$ cat src/rtl/quicksort_sorter_core_macros.svh
// Assertion macros shared by the quicksort sorter RTL.
`ifndef QUICKSORT_SORTER_CORE_MACROS_SVH
`define QUICKSORT_SORTER_CORE_MACROS_SVH

`ifndef SYNTHESIS

// Same-cycle implication, sampled on i_clk, quiet while reset is low.
`define QSC_ASSERT_IMPL(label, ante, cons) \
    label: assert property (@(posedge i_clk) disable iff (!i_rst_n) (ante) |-> (cons)) \
        else $error("quicksort_sorter_core: same-cycle check failed");

// Next-cycle implication, sampled on i_clk, quiet while reset is low.
`define QSC_ASSERT_NEXT(label, ante, cons) \
    label: assert property (@(posedge i_clk) disable iff (!i_rst_n) (ante) |=> (cons)) \
        else $error("quicksort_sorter_core: next-cycle check failed");

`else

`define QSC_ASSERT_IMPL(label, ante, cons)
`define QSC_ASSERT_NEXT(label, ante, cons)

`endif

`endif

$ cat src/rtl/qsort_pkg.sv
// Shared constants, control word types and microcode ROM of the quicksort sorter.
package qsort_pkg;

    localparam int DEPTH_DEFAULT = 64;
    localparam int VALUE_W       = 32;
    localparam int CNT_W         = 16;
    localparam logic [CNT_W-1:0] CNT_MAX = {CNT_W{1'b1}};

    // Step counter and step labels
    localparam int STEP_W = 5;
    typedef logic [STEP_W-1:0] t_step;

    localparam t_step S_LOAD      = 5'd0;
    localparam t_step S_INIT      = 5'd1;
    localparam t_step S_POP       = 5'd2;
    localparam t_step S_RANGE     = 5'd3;
    localparam t_step S_PIVOT     = 5'd4;
    localparam t_step S_SCAN_I    = 5'd5;
    localparam t_step S_SCAN_J    = 5'd6;
    localparam t_step S_SWAP_I    = 5'd7;
    localparam t_step S_SWAP_J    = 5'd8;
    localparam t_step S_LOOP      = 5'd9;
    localparam t_step S_PUSH_R    = 5'd10;
    localparam t_step S_PUSH_L    = 5'd11;
    localparam t_step S_OUT_START = 5'd12;
    localparam t_step S_OUT_LOAD  = 5'd13;
    localparam t_step S_OUT_WAIT  = 5'd14;
    localparam t_step S_OUT_NEXT  = 5'd15;
    localparam t_step S_DONE      = 5'd16;

    // What to do when the jump condition is false
    localparam logic FALL_STAY = 1'b0;
    localparam logic FALL_NEXT = 1'b1;

    typedef enum logic [4:0] {
        OP_NONE,
        OP_LOAD,
        OP_INIT,
        OP_POP,
        OP_RANGE,
        OP_PIVOT,
        OP_SCAN_I,
        OP_SCAN_J,
        OP_SWAP_I,
        OP_SWAP_J,
        OP_LOOP,
        OP_PUSH_R,
        OP_PUSH_L,
        OP_OUT_START,
        OP_OUT_LOAD,
        OP_OUT_WAIT,
        OP_DONE
    } t_op;

    typedef enum logic [3:0] {
        C_NEVER,
        C_ALWAYS,
        C_IN_LAST,
        C_FEW,
        C_SP_ZERO,
        C_SCAN_I,
        C_SCAN_J,
        C_BREAK,
        C_LOOP,
        C_OUT_ACC,
        C_MORE
    } t_cond;

    typedef struct packed {
        logic  in_rdy;
        t_op   op;
        t_cond cond;
        logic  fall;
        t_step target;
    } t_cw;

    // Microcode ROM: one control word per step
    function automatic t_cw ucode(input t_step s);
        t_cw w;
        case (s)
            S_LOAD:      w = '{1'b1, OP_LOAD,      C_IN_LAST, FALL_STAY, S_INIT};
            S_INIT:      w = '{1'b0, OP_INIT,      C_FEW,     FALL_NEXT, S_OUT_START};
            S_POP:       w = '{1'b0, OP_POP,       C_SP_ZERO, FALL_NEXT, S_OUT_START};
            S_RANGE:     w = '{1'b0, OP_RANGE,     C_NEVER,   FALL_NEXT, S_LOAD};
            S_PIVOT:     w = '{1'b0, OP_PIVOT,     C_NEVER,   FALL_NEXT, S_LOAD};
            S_SCAN_I:    w = '{1'b0, OP_SCAN_I,    C_SCAN_I,  FALL_NEXT, S_SCAN_I};
            S_SCAN_J:    w = '{1'b0, OP_SCAN_J,    C_SCAN_J,  FALL_NEXT, S_SCAN_J};
            S_SWAP_I:    w = '{1'b0, OP_SWAP_I,    C_BREAK,   FALL_NEXT, S_PUSH_R};
            S_SWAP_J:    w = '{1'b0, OP_SWAP_J,    C_NEVER,   FALL_NEXT, S_LOAD};
            S_LOOP:      w = '{1'b0, OP_LOOP,      C_LOOP,    FALL_NEXT, S_SCAN_I};
            S_PUSH_R:    w = '{1'b0, OP_PUSH_R,    C_NEVER,   FALL_NEXT, S_LOAD};
            S_PUSH_L:    w = '{1'b0, OP_PUSH_L,    C_ALWAYS,  FALL_NEXT, S_POP};
            S_OUT_START: w = '{1'b0, OP_OUT_START, C_NEVER,   FALL_NEXT, S_LOAD};
            S_OUT_LOAD:  w = '{1'b0, OP_OUT_LOAD,  C_NEVER,   FALL_NEXT, S_LOAD};
            S_OUT_WAIT:  w = '{1'b0, OP_OUT_WAIT,  C_OUT_ACC, FALL_STAY, S_OUT_NEXT};
            S_OUT_NEXT:  w = '{1'b0, OP_NONE,      C_MORE,    FALL_NEXT, S_OUT_LOAD};
            S_DONE:      w = '{1'b0, OP_DONE,      C_ALWAYS,  FALL_NEXT, S_LOAD};
            default:     w = '{1'b0, OP_NONE,      C_ALWAYS,  FALL_STAY, S_LOAD};
        endcase
        return w;
    endfunction

endpackage

$ cat src/rtl/quicksort_sorter_core.sv
// Quicksort sorter top level: load, microcoded in-place sort, sorted read-out.
// Sequence: loading accepts one beat per cycle while i_valid is high; each popped range then
//   runs pop, range, pivot, scan-i, scan-j, swap and loop steps until its indices meet or cross.
// Read-out: one beat is presented at a time and held until i_ready takes it; the sort is bound
//   by the single read port of the element RAM.
// Reset: i_rst_n is synchronous, active low; it clears the step counter, counts and flags only.
`include "quicksort_sorter_core_macros.svh"

module quicksort_sorter_core #(
    parameter int DEPTH = qsort_pkg::DEPTH_DEFAULT
) (
    input  logic                                i_clk,
    input  logic                                i_rst_n,
    // input channel
    input  logic                                i_valid,
    output logic                                o_ready,
    input  logic signed [qsort_pkg::VALUE_W-1:0] i_value,
    input  logic                                i_last,
    // result channel
    output logic                                o_valid,
    input  logic                                i_ready,
    output logic signed [qsort_pkg::VALUE_W-1:0] o_value_res,
    output logic                                o_last_res,
    output logic [qsort_pkg::CNT_W-1:0]         o_compare_count,
    output logic [qsort_pkg::CNT_W-1:0]         o_swap_count,
    output logic                                o_overflow
);

    localparam int AW = $clog2(DEPTH);       // element / stack address width
    localparam int CW = $clog2(DEPTH + 1);   // counts that may reach DEPTH
    localparam int IW = AW + 2;              // signed scan indices, span -1 .. DEPTH
    localparam int SW = 2 * AW;              // one stacked range: {lo, hi}
    localparam int VW = qsort_pkg::VALUE_W;
    localparam int NW = qsort_pkg::CNT_W;
    localparam logic [CW-1:0] DEPTH_C = CW'(DEPTH);
    localparam logic [CW-1:0] TWO_C   = CW'(2);

    // ------------------------------------------------------------------
    // Sequencer: step counter, control word from the ROM, jump logic
    // ------------------------------------------------------------------
    qsort_pkg::t_step r_pc, n_pc;
    qsort_pkg::t_cw   cw;
    logic             c_take;

    // Run state (control, reset)
    logic [CW-1:0] r_cnt, n_cnt;
    logic [CW-1:0] r_sp,  n_sp;
    logic [CW-1:0] r_k,   n_k;
    logic [NW-1:0] r_scan, n_scan;
    logic [NW-1:0] r_swap, n_swap;
    logic          r_ovf, n_ovf;
    logic          r_out_valid, n_out_valid;

    // Datapath payload (no reset)
    logic [AW-1:0]        r_lo, n_lo;
    logic [AW-1:0]        r_hi, n_hi;
    logic signed [IW-1:0] r_i, n_i;
    logic signed [IW-1:0] r_j, n_j;
    logic signed [VW-1:0] r_piv, n_piv;
    logic signed [VW-1:0] r_ai, n_ai;
    logic signed [VW-1:0] r_aj, n_aj;
    logic signed [VW-1:0] r_out_value, n_out_value;
    logic                 r_out_last, n_out_last;

    // RAM ports
    logic          e_we, e_re;
    logic [AW-1:0] e_waddr, e_raddr;
    logic [VW-1:0] e_wdata, e_rdata;
    logic          s_we, s_re;
    logic [AW-1:0] s_waddr, s_raddr;
    logic [SW-1:0] s_wdata, s_rdata;

    // Derived datapath values
    logic                 in_acc, out_acc;
    logic signed [VW-1:0] e_rd_s;
    logic signed [IW-1:0] lo_s, hi_s, i_inc, j_dec;
    logic [AW-1:0]        srd_lo, srd_hi, mid;
    logic [AW:0]          mid_sum;
    logic [CW-1:0]        cnt_m1, sp_m1, k_inc;
    logic                 c_scan_i, c_scan_j, c_break, c_loop;

    function automatic logic [NW-1:0] bump(input logic [NW-1:0] c);
        return (c == qsort_pkg::CNT_MAX) ? c : c + 1'b1;
    endfunction

    assign cw      = qsort_pkg::ucode(r_pc);
    assign in_acc  = i_valid & cw.in_rdy;
    assign out_acc = r_out_valid & i_ready;

    assign e_rd_s  = e_rdata;
    assign lo_s    = {2'b00, r_lo};
    assign hi_s    = {2'b00, r_hi};
    assign i_inc   = r_i + IW'(1);
    assign j_dec   = r_j - IW'(1);
    assign srd_lo  = s_rdata[SW-1:AW];
    assign srd_hi  = s_rdata[AW-1:0];
    assign mid_sum = {1'b0, srd_lo} + {1'b0, srd_hi};
    assign mid     = mid_sum[AW:1];
    assign cnt_m1  = r_cnt - 1'b1;
    assign sp_m1   = r_sp - 1'b1;
    assign k_inc   = r_k + 1'b1;

    // Scan tests: keep advancing i past smaller values, j past larger ones
    assign c_scan_i = (r_i < hi_s) && (e_rd_s < r_piv);
    assign c_scan_j = (r_j > lo_s) && (e_rd_s > r_piv);
    assign c_break  = r_i > r_j;
    assign c_loop   = r_i < r_j;

    always_comb begin
        case (cw.cond)
            qsort_pkg::C_NEVER:   c_take = 1'b0;
            qsort_pkg::C_ALWAYS:  c_take = 1'b1;
            qsort_pkg::C_IN_LAST: c_take = in_acc & i_last;
            qsort_pkg::C_FEW:     c_take = r_cnt < TWO_C;
            qsort_pkg::C_SP_ZERO: c_take = r_sp == '0;
            qsort_pkg::C_SCAN_I:  c_take = c_scan_i;
            qsort_pkg::C_SCAN_J:  c_take = c_scan_j;
            qsort_pkg::C_BREAK:   c_take = c_break;
            qsort_pkg::C_LOOP:    c_take = c_loop;
            qsort_pkg::C_OUT_ACC: c_take = out_acc;
            qsort_pkg::C_MORE:    c_take = r_k < r_cnt;
            default:              c_take = 1'b0;
        endcase
    end

    always_comb begin
        if (c_take) begin
            n_pc = cw.target;
        end else if (cw.fall == qsort_pkg::FALL_NEXT) begin
            n_pc = qsort_pkg::t_step'(r_pc + 1'b1);
        end else begin
            n_pc = r_pc;
        end
    end

    // ------------------------------------------------------------------
    // Datapath: each op drives the RAM ports and register updates
    // ------------------------------------------------------------------
    always_comb begin
        n_cnt       = r_cnt;
        n_sp        = r_sp;
        n_k         = r_k;
        n_scan      = r_scan;
        n_swap      = r_swap;
        n_ovf       = r_ovf;
        n_out_valid = r_out_valid;
        n_lo        = r_lo;
        n_hi        = r_hi;
        n_i         = r_i;
        n_j         = r_j;
        n_piv       = r_piv;
        n_ai        = r_ai;
        n_aj        = r_aj;
        n_out_value = r_out_value;
        n_out_last  = r_out_last;
        e_we        = 1'b0;
        e_waddr     = '0;
        e_wdata     = '0;
        e_re        = 1'b0;
        e_raddr     = '0;
        s_we        = 1'b0;
        s_waddr     = '0;
        s_wdata     = '0;
        s_re        = 1'b0;
        s_raddr     = '0;

        case (cw.op)
            qsort_pkg::OP_LOAD: begin
                // store the beat, or drop it and flag overflow when full
                if (in_acc) begin
                    if (r_cnt < DEPTH_C) begin
                        e_we    = 1'b1;
                        e_waddr = r_cnt[AW-1:0];
                        e_wdata = i_value;
                        n_cnt   = r_cnt + 1'b1;
                    end else begin
                        n_ovf = 1'b1;
                    end
                end
            end
            qsort_pkg::OP_INIT: begin
                // push the whole set as the first range when it holds at least two elements
                if (r_cnt >= TWO_C) begin
                    s_we    = 1'b1;
                    s_waddr = r_sp[AW-1:0];
                    s_wdata = {AW'(0), cnt_m1[AW-1:0]};
                    n_sp    = r_sp + 1'b1;
                end
            end
            qsort_pkg::OP_POP: begin
                if (r_sp != '0) begin
                    s_re    = 1'b1;
                    s_raddr = sp_m1[AW-1:0];
                    n_sp    = sp_m1;
                end
            end
            qsort_pkg::OP_RANGE: begin
                n_lo    = srd_lo;
                n_hi    = srd_hi;
                n_i     = {2'b00, srd_lo};
                n_j     = {2'b00, srd_hi};
                e_re    = 1'b1;
                e_raddr = mid;
            end
            qsort_pkg::OP_PIVOT: begin
                n_piv   = e_rd_s;
                e_re    = 1'b1;
                e_raddr = r_i[AW-1:0];
            end
            qsort_pkg::OP_SCAN_I: begin
                e_re = 1'b1;
                if (c_scan_i) begin
                    n_i     = i_inc;
                    n_scan  = bump(r_scan);
                    e_raddr = i_inc[AW-1:0];
                end else begin
                    n_ai    = e_rd_s;
                    e_raddr = r_j[AW-1:0];
                end
            end
            qsort_pkg::OP_SCAN_J: begin
                if (c_scan_j) begin
                    n_j     = j_dec;
                    n_scan  = bump(r_scan);
                    e_re    = 1'b1;
                    e_raddr = j_dec[AW-1:0];
                end else begin
                    n_aj = e_rd_s;
                end
            end
            qsort_pkg::OP_SWAP_I: begin
                if (!c_break) begin
                    e_we    = 1'b1;
                    e_waddr = r_i[AW-1:0];
                    e_wdata = r_aj;
                    n_swap  = bump(r_swap);
                end
            end
            qsort_pkg::OP_SWAP_J: begin
                e_we    = 1'b1;
                e_waddr = r_j[AW-1:0];
                e_wdata = r_ai;
                n_i     = i_inc;
                n_j     = j_dec;
            end
            qsort_pkg::OP_LOOP: begin
                if (c_loop) begin
                    e_re    = 1'b1;
                    e_raddr = r_i[AW-1:0];
                end
            end
            qsort_pkg::OP_PUSH_R: begin
                if (r_i < hi_s) begin
                    s_we    = 1'b1;
                    s_waddr = r_sp[AW-1:0];
                    s_wdata = {r_i[AW-1:0], r_hi};
                    n_sp    = r_sp + 1'b1;
                end
            end
            qsort_pkg::OP_PUSH_L: begin
                if (lo_s < r_j) begin
                    s_we    = 1'b1;
                    s_waddr = r_sp[AW-1:0];
                    s_wdata = {r_lo, r_j[AW-1:0]};
                    n_sp    = r_sp + 1'b1;
                end
            end
            qsort_pkg::OP_OUT_START: begin
                n_k     = '0;
                e_re    = 1'b1;
                e_raddr = '0;
            end
            qsort_pkg::OP_OUT_LOAD: begin
                n_out_value = e_rd_s;
                n_out_last  = k_inc == r_cnt;
                n_out_valid = 1'b1;
                n_k         = k_inc;
            end
            qsort_pkg::OP_OUT_WAIT: begin
                // fetch the next element once the beat is taken
                if (out_acc) begin
                    n_out_valid = 1'b0;
                    e_re        = 1'b1;
                    e_raddr     = r_k[AW-1:0];
                end
            end
            qsort_pkg::OP_DONE: begin
                n_cnt  = '0;
                n_sp   = '0;
                n_scan = '0;
                n_swap = '0;
                n_ovf  = 1'b0;
            end
            default: begin
            end
        endcase
    end

    always_ff @(posedge i_clk) begin
        if (!i_rst_n) begin
            r_pc        <= qsort_pkg::S_LOAD;
            r_cnt       <= '0;
            r_sp        <= '0;
            r_k         <= '0;
            r_scan      <= '0;
            r_swap      <= '0;
            r_ovf       <= 1'b0;
            r_out_valid <= 1'b0;
        end else begin
            r_pc        <= n_pc;
            r_cnt       <= n_cnt;
            r_sp        <= n_sp;
            r_k         <= n_k;
            r_scan      <= n_scan;
            r_swap      <= n_swap;
            r_ovf       <= n_ovf;
            r_out_valid <= n_out_valid;
        end
    end

    always_ff @(posedge i_clk) begin
        r_lo        <= n_lo;
        r_hi        <= n_hi;
        r_i         <= n_i;
        r_j         <= n_j;
        r_piv       <= n_piv;
        r_ai        <= n_ai;
        r_aj        <= n_aj;
        r_out_value <= n_out_value;
        r_out_last  <= n_out_last;
    end

    // ------------------------------------------------------------------
    // Element store and range stack
    // ------------------------------------------------------------------
    qsort_ram #(
        .WIDTH (VW),
        .DEPTH (DEPTH)
    ) u_elem_ram (
        .i_clk   (i_clk),
        .i_we    (e_we),
        .i_waddr (e_waddr),
        .i_wdata (e_wdata),
        .i_re    (e_re),
        .i_raddr (e_raddr),
        .o_rdata (e_rdata)
    );

    qsort_ram #(
        .WIDTH (SW),
        .DEPTH (DEPTH)
    ) u_stack_ram (
        .i_clk   (i_clk),
        .i_we    (s_we),
        .i_waddr (s_waddr),
        .i_wdata (s_wdata),
        .i_re    (s_re),
        .i_raddr (s_raddr),
        .o_rdata (s_rdata)
    );

    // ------------------------------------------------------------------
    // Ports
    // ------------------------------------------------------------------
    assign o_ready         = cw.in_rdy;
    assign o_valid         = r_out_valid;
    assign o_value_res     = r_out_value;
    assign o_last_res      = r_out_last;
    assign o_compare_count = r_scan;
    assign o_swap_count    = r_swap;
    assign o_overflow      = r_ovf;

    // ------------------------------------------------------------------
    // Checks
    // ------------------------------------------------------------------
    `QSC_ASSERT_IMPL(a_no_load_during_readout, o_valid, !o_ready)
    `QSC_ASSERT_IMPL(a_stack_bounded, 1'b1, r_sp <= DEPTH_C)
    `QSC_ASSERT_IMPL(a_i_inside_range, r_pc == qsort_pkg::S_SCAN_J, r_i >= lo_s && r_i <= hi_s)
    `QSC_ASSERT_NEXT(a_last_beat_ends_set, out_acc && o_last_res, r_k == r_cnt)
    `QSC_ASSERT_NEXT(a_beat_taken_once, out_acc, !o_valid)

endmodule

$ cat src/rtl/qsort_ram.sv
// Generic single-write, single-read RAM with registered read data.
module qsort_ram #(
    parameter int WIDTH = qsort_pkg::VALUE_W,
    parameter int DEPTH = qsort_pkg::DEPTH_DEFAULT
) (
    input  logic                     i_clk,
    input  logic                     i_we,
    input  logic [$clog2(DEPTH)-1:0] i_waddr,
    input  logic [WIDTH-1:0]         i_wdata,
    input  logic                     i_re,
    input  logic [$clog2(DEPTH)-1:0] i_raddr,
    output logic [WIDTH-1:0]         o_rdata
);

    logic [WIDTH-1:0] r_mem [DEPTH];
    logic [WIDTH-1:0] r_rdata;

    always_ff @(posedge i_clk) begin
        if (i_we) begin
            r_mem[i_waddr] <= i_wdata;
        end
        if (i_re) begin
            r_rdata <= r_mem[i_raddr];
        end
    end

    assign o_rdata = r_rdata;

endmodule
$ cat config.mk
export PLATFORM = sky130hd
export DESIGN_NAME = quicksort_sorter_core
export DESIGN_NICKNAME = d
export VERILOG_FILES = /design/src/rtl/qsort_pkg.sv /design/src/rtl/quicksort_sorter_core.sv /design/src/rtl/qsort_ram.sv
export VERILOG_INCLUDE_DIRS = /design/src /design/src/rtl
export SDC_FILE = /design/constraint.sdc
export NUM_CORES = 2
export LEC_CHECK = 0
export ABC_AREA = 0
export BUFFER_PORTS_ARGS = -buffer_cell sky130_fd_sc_hd__buf_2
export CAP_MARGIN = 30
export CORE_ASPECT_RATIO = 2
export CORE_MARGIN = 1
export CORE_UTILIZATION = 30
export DETAILED_ROUTE_END_ITERATION = 8
export MAX_ROUTING_LAYER = met4
export SLEW_MARGIN = 10
export SYNTH_ARGS = -nofsm -noshare
export SYNTH_HDL_FRONTEND = slang
export SYNTH_SLANG_ARGS = --single-unit
$ cat constraint.sdc
create_clock -name i_clk -period 6.3 [get_ports i_clk]
set_clock_uncertainty 0.2 [all_clocks]
set_input_delay 1.26 -clock i_clk [delete_from_list [all_inputs] [get_ports i_clk]]
set_output_delay 1.26 -clock i_clk [all_outputs]
set_load 0.02 [all_outputs]
==> metrics <==
antenna viol nets, final=0; headroom to the max-slew limit=under 10%; nets@finish=between 8000 and 9000; number of remaining DRC errors=0; DR vias=between 70000 and 80000; Critical R2R Capture=u_elem_ram.o_rdata[23]; crit share post-route=a little over nine tenths; share of post-route cells with drive strength above 1=between 10% and 20%; slowest CP cell=or4_1; most frequent CP cell=buf_4; initial antenna violation count=19; First-pass DRT Iterations=9; CP Max Fanout=25; final hold viol count=0; worst path buffer plus inverter count=3; Critical Path AT=about 6.5 ns; Cells after Synth=just under 8000; Hold Path Depth=2; total design power=between 50 and 60 mW; Startpoint Class=flip-flop; syn_area_per_cell=around 16 µm²; top cell type by total area after synthesis=edfxtp_1; Max Cap Viol=0; die area=between 400000 and 500000 µm²; buffers added on ports=104; Tot GR Track Use=about 18%; Post-CTS Hold Buffers=0; hold endpoint=o_swap_count[9]; Yosys reg bits=a little over 3000; kind of critical path=flip-flop to flip-flop; vias in the first global route=about 75000; Area Growth Syn to Fin=16.0%; Post-Syn Area=between 100000 and 150000 µm²; routed wire length=between 300000 and 400000 µm; Fin Setup TNS=0 ns; Final HPWL DP=270000 µm; RSZ-0062 raised after global routing=false; first-pass GRT wire length=roughly 550000 µm; number of CTS-inserted buffers=around 270; Pleak=49.6 nW; num ports=105; largest net degree at the start of global routing=87; top_reg_cell synth=edfxtp_1; CTS Sinks=~3100; Tightest Pin Transition=about 1.5 ns; gpl congestion=roughly 0.96; EDFF count, synth=between 3000 and 4000; CTS resizes=0; final critical-path required period=6.13 ns; Critical Path End Type=flip-flop; Min-Delay Path Class=flip-flop to flip-flop; min-delay src=o_swap_count[9]; DRT iter0 DRCs=~6700; core area=roughly 420000 µm²; GRT Residual Overflow=0; count of cell types in the netlist=92; Initial Utilization=30.2%; clock root cell=clkbuf_16; Post-CTS Setup Bufs=0; worst reg-to-reg path cell count=14; Synth async-reset ratio=0%; pre-CTS WS=approximately 0.23 ns; Slew Viols, Final=0; status=finished clean; fmax=around 160 MHz; FF-to-FF setup slack=0.17 ns; Crit path max-delay family=simple AND/OR/NAND/NOR gates; R2R Path Start=u_elem_ram.o_rdata[28]; Site Rows=335; Critical Path RT=~6.7 ns; CP Cell Sequence=buf_4 > ha_1 > nand4_1 > nor2_1 > a221o_1 > or3_1 > and4_4 > a211oi_4 > buf_12 > buf_4 > mux4_2 > a22oi_1 > o211ai_1 > or4_1; Clock Tree Buf Depth=4; setup violators final=0; Via density=~5.2; top cell type's share of synthesized area=around 72%; Worst-path clk slew=about 0.070 ns; Vert. Die Dim=917 µm; yosys warns=0; CTS tree=yes; top post-synthesis cells by area=edfxtp_1, mux2i_1, mux4_2, nand2_1, nand3_1; Seq/Total Area, Yosys=73.3%; CP max stage delay=0.77 ns; Pwr Density=between 300 and 400 nW/µm²; Die W=roughly 460 µm; Post-Syn Nets=between 8000 and 9000; CTS H-tree lvls=5; Final WS setup=between 0.15 and 0.2 ns; Worst VDD drop=around 0.22 mV; worst-skew pair later-pin latency=approximately 0.95 ns; placed cell area=~140000 µm²; DR WL/cell=about 27 µm; cell area after layout=approximately 150000 µm²
==> cell families after synthesis <==
group	share of synthesized area (%)
adder cells (fa/ha/maj)	0.822
AO/OA/AOI/OAI	5.63
multiplexers	10.1
buffers and inverters	2.50
flip-flops	73.3
AND/OR/NAND/NOR	7.20
XOR/XNOR	0.460
==> report_power, final <==
part | switching [mW] | total [mW] | internal (mW)
clock | 7.59 | 16.6 | 8.97
combinational | 10.6 | 16.1 | 5.49
sequential | 0.531 | 25.0 | 24.4
==> through the flow <==
stage	hold WS, ns	cells	utilization, %
finish	0.317	14200	35.0
floorplan	0.250	7959	-
detailed placement	0.276	13700	32.9
CTS	0.287	14100	34.9
global route	0.339	14200	35.0
global placement	0.275	13700	32.8
==> worst max path at each step <==
| stage | startpoint | to | cells past startpoint |
|---|---|---|---|
| after global routing | u_elem_ram.o_rdata[14] | u_elem_ram.o_rdata[23] | 14 |
| final | u_elem_ram.o_rdata[28] | u_elem_ram.o_rdata[23] | 14 |
| after detailed placement | u_elem_ram.o_rdata[29] | u_elem_ram.o_rdata[23] | 14 |
| after CTS | u_elem_ram.o_rdata[14] | u_elem_ram.o_rdata[23] | 14 |
| after floorplan | i_ready | u_elem_ram.o_rdata[0] | 4 |
| after global placement | u_elem_ram.o_rdata[14] | u_elem_ram.o_rdata[23] | 14 |
==> cells in the final DEF (no fill, tap or decap), types with 105 or more instances in the layout <==
cell and instances:
a21oi_1 218, nand2_1 966, edfxtp_1 3017, buf_12 119, inv_1 140, buf_2 105
nor2_1 301, mux2i_1 789, nor3_1 197, nand3_1 329, buf_4 429, clkbuf_16 272
mux4_2 205
==> Yosys cell counts (31+ instances only) <==
cell type	n
edfxtp_1	3017
clkbuf_1	240
nor3_1	199
ha_1	81
buf_2	123
nand2_1	968
a22oi_1	61
o211ai_1	73
xnor2_1	37
a311oi_1	57
inv_1	172
a222oi_1	36
buf_6	51
nor2_1	375
nand3_1	329
o22ai_1	37
a211oi_1	85
nand2b_1	31
buf_1	48
o21ai_0	77
a2111oi_0	104
mux2i_1	790
dfxtp_1	75
mux4_2	205
nand4_1	46
a21oi_1	218
==> area by class of cell <==
class	instances	area (µm²)
diodes	24	60.1
flip-flops and latches	3092	92100
well taps	5560	6960
inverters	175	657
clock buffers	319	7010
multi-input cells	4202	31200
clock inverters	146	1470
repair buffers	663	6330
fillers	39300	271000
==> metal layers <==
layer / global-route usage [%] / part of all wire (%)
met5: - / 0
met4: 14.8 / 9.4
met3: 2.04 / 4.4
met2: 34.2 / 55
met1: 17.0 / 32
==> state kept, by name, indices dropped and copies added, names as in the netlist <==
register	count
o_swap_count	16
u_stack_ram.o_rdata	12
r_aj	32
r_cnt	7
r_k	7
u_elem_ram.r_mem	2048
u_elem_ram.o_rdata	32
r_pc	5
o_value_res	32
u_stack_ram.r_mem	768
r_j	8
r_hi	6
o_compare_count	16
o_last_res	1
r_ai	32
r_i	8
r_sp	7
cw	15
r_lo	6
o_valid	1
r_piv	32
o_overflow	1
==> worst min-delay path, cell delays in order (launching register included) <==
cell	delay [ns]
dfxtp_1	0.34
o21ai_0	0.08
a21oi_1	0.06
Note: power is estimated with default switching activity, not from simulation.
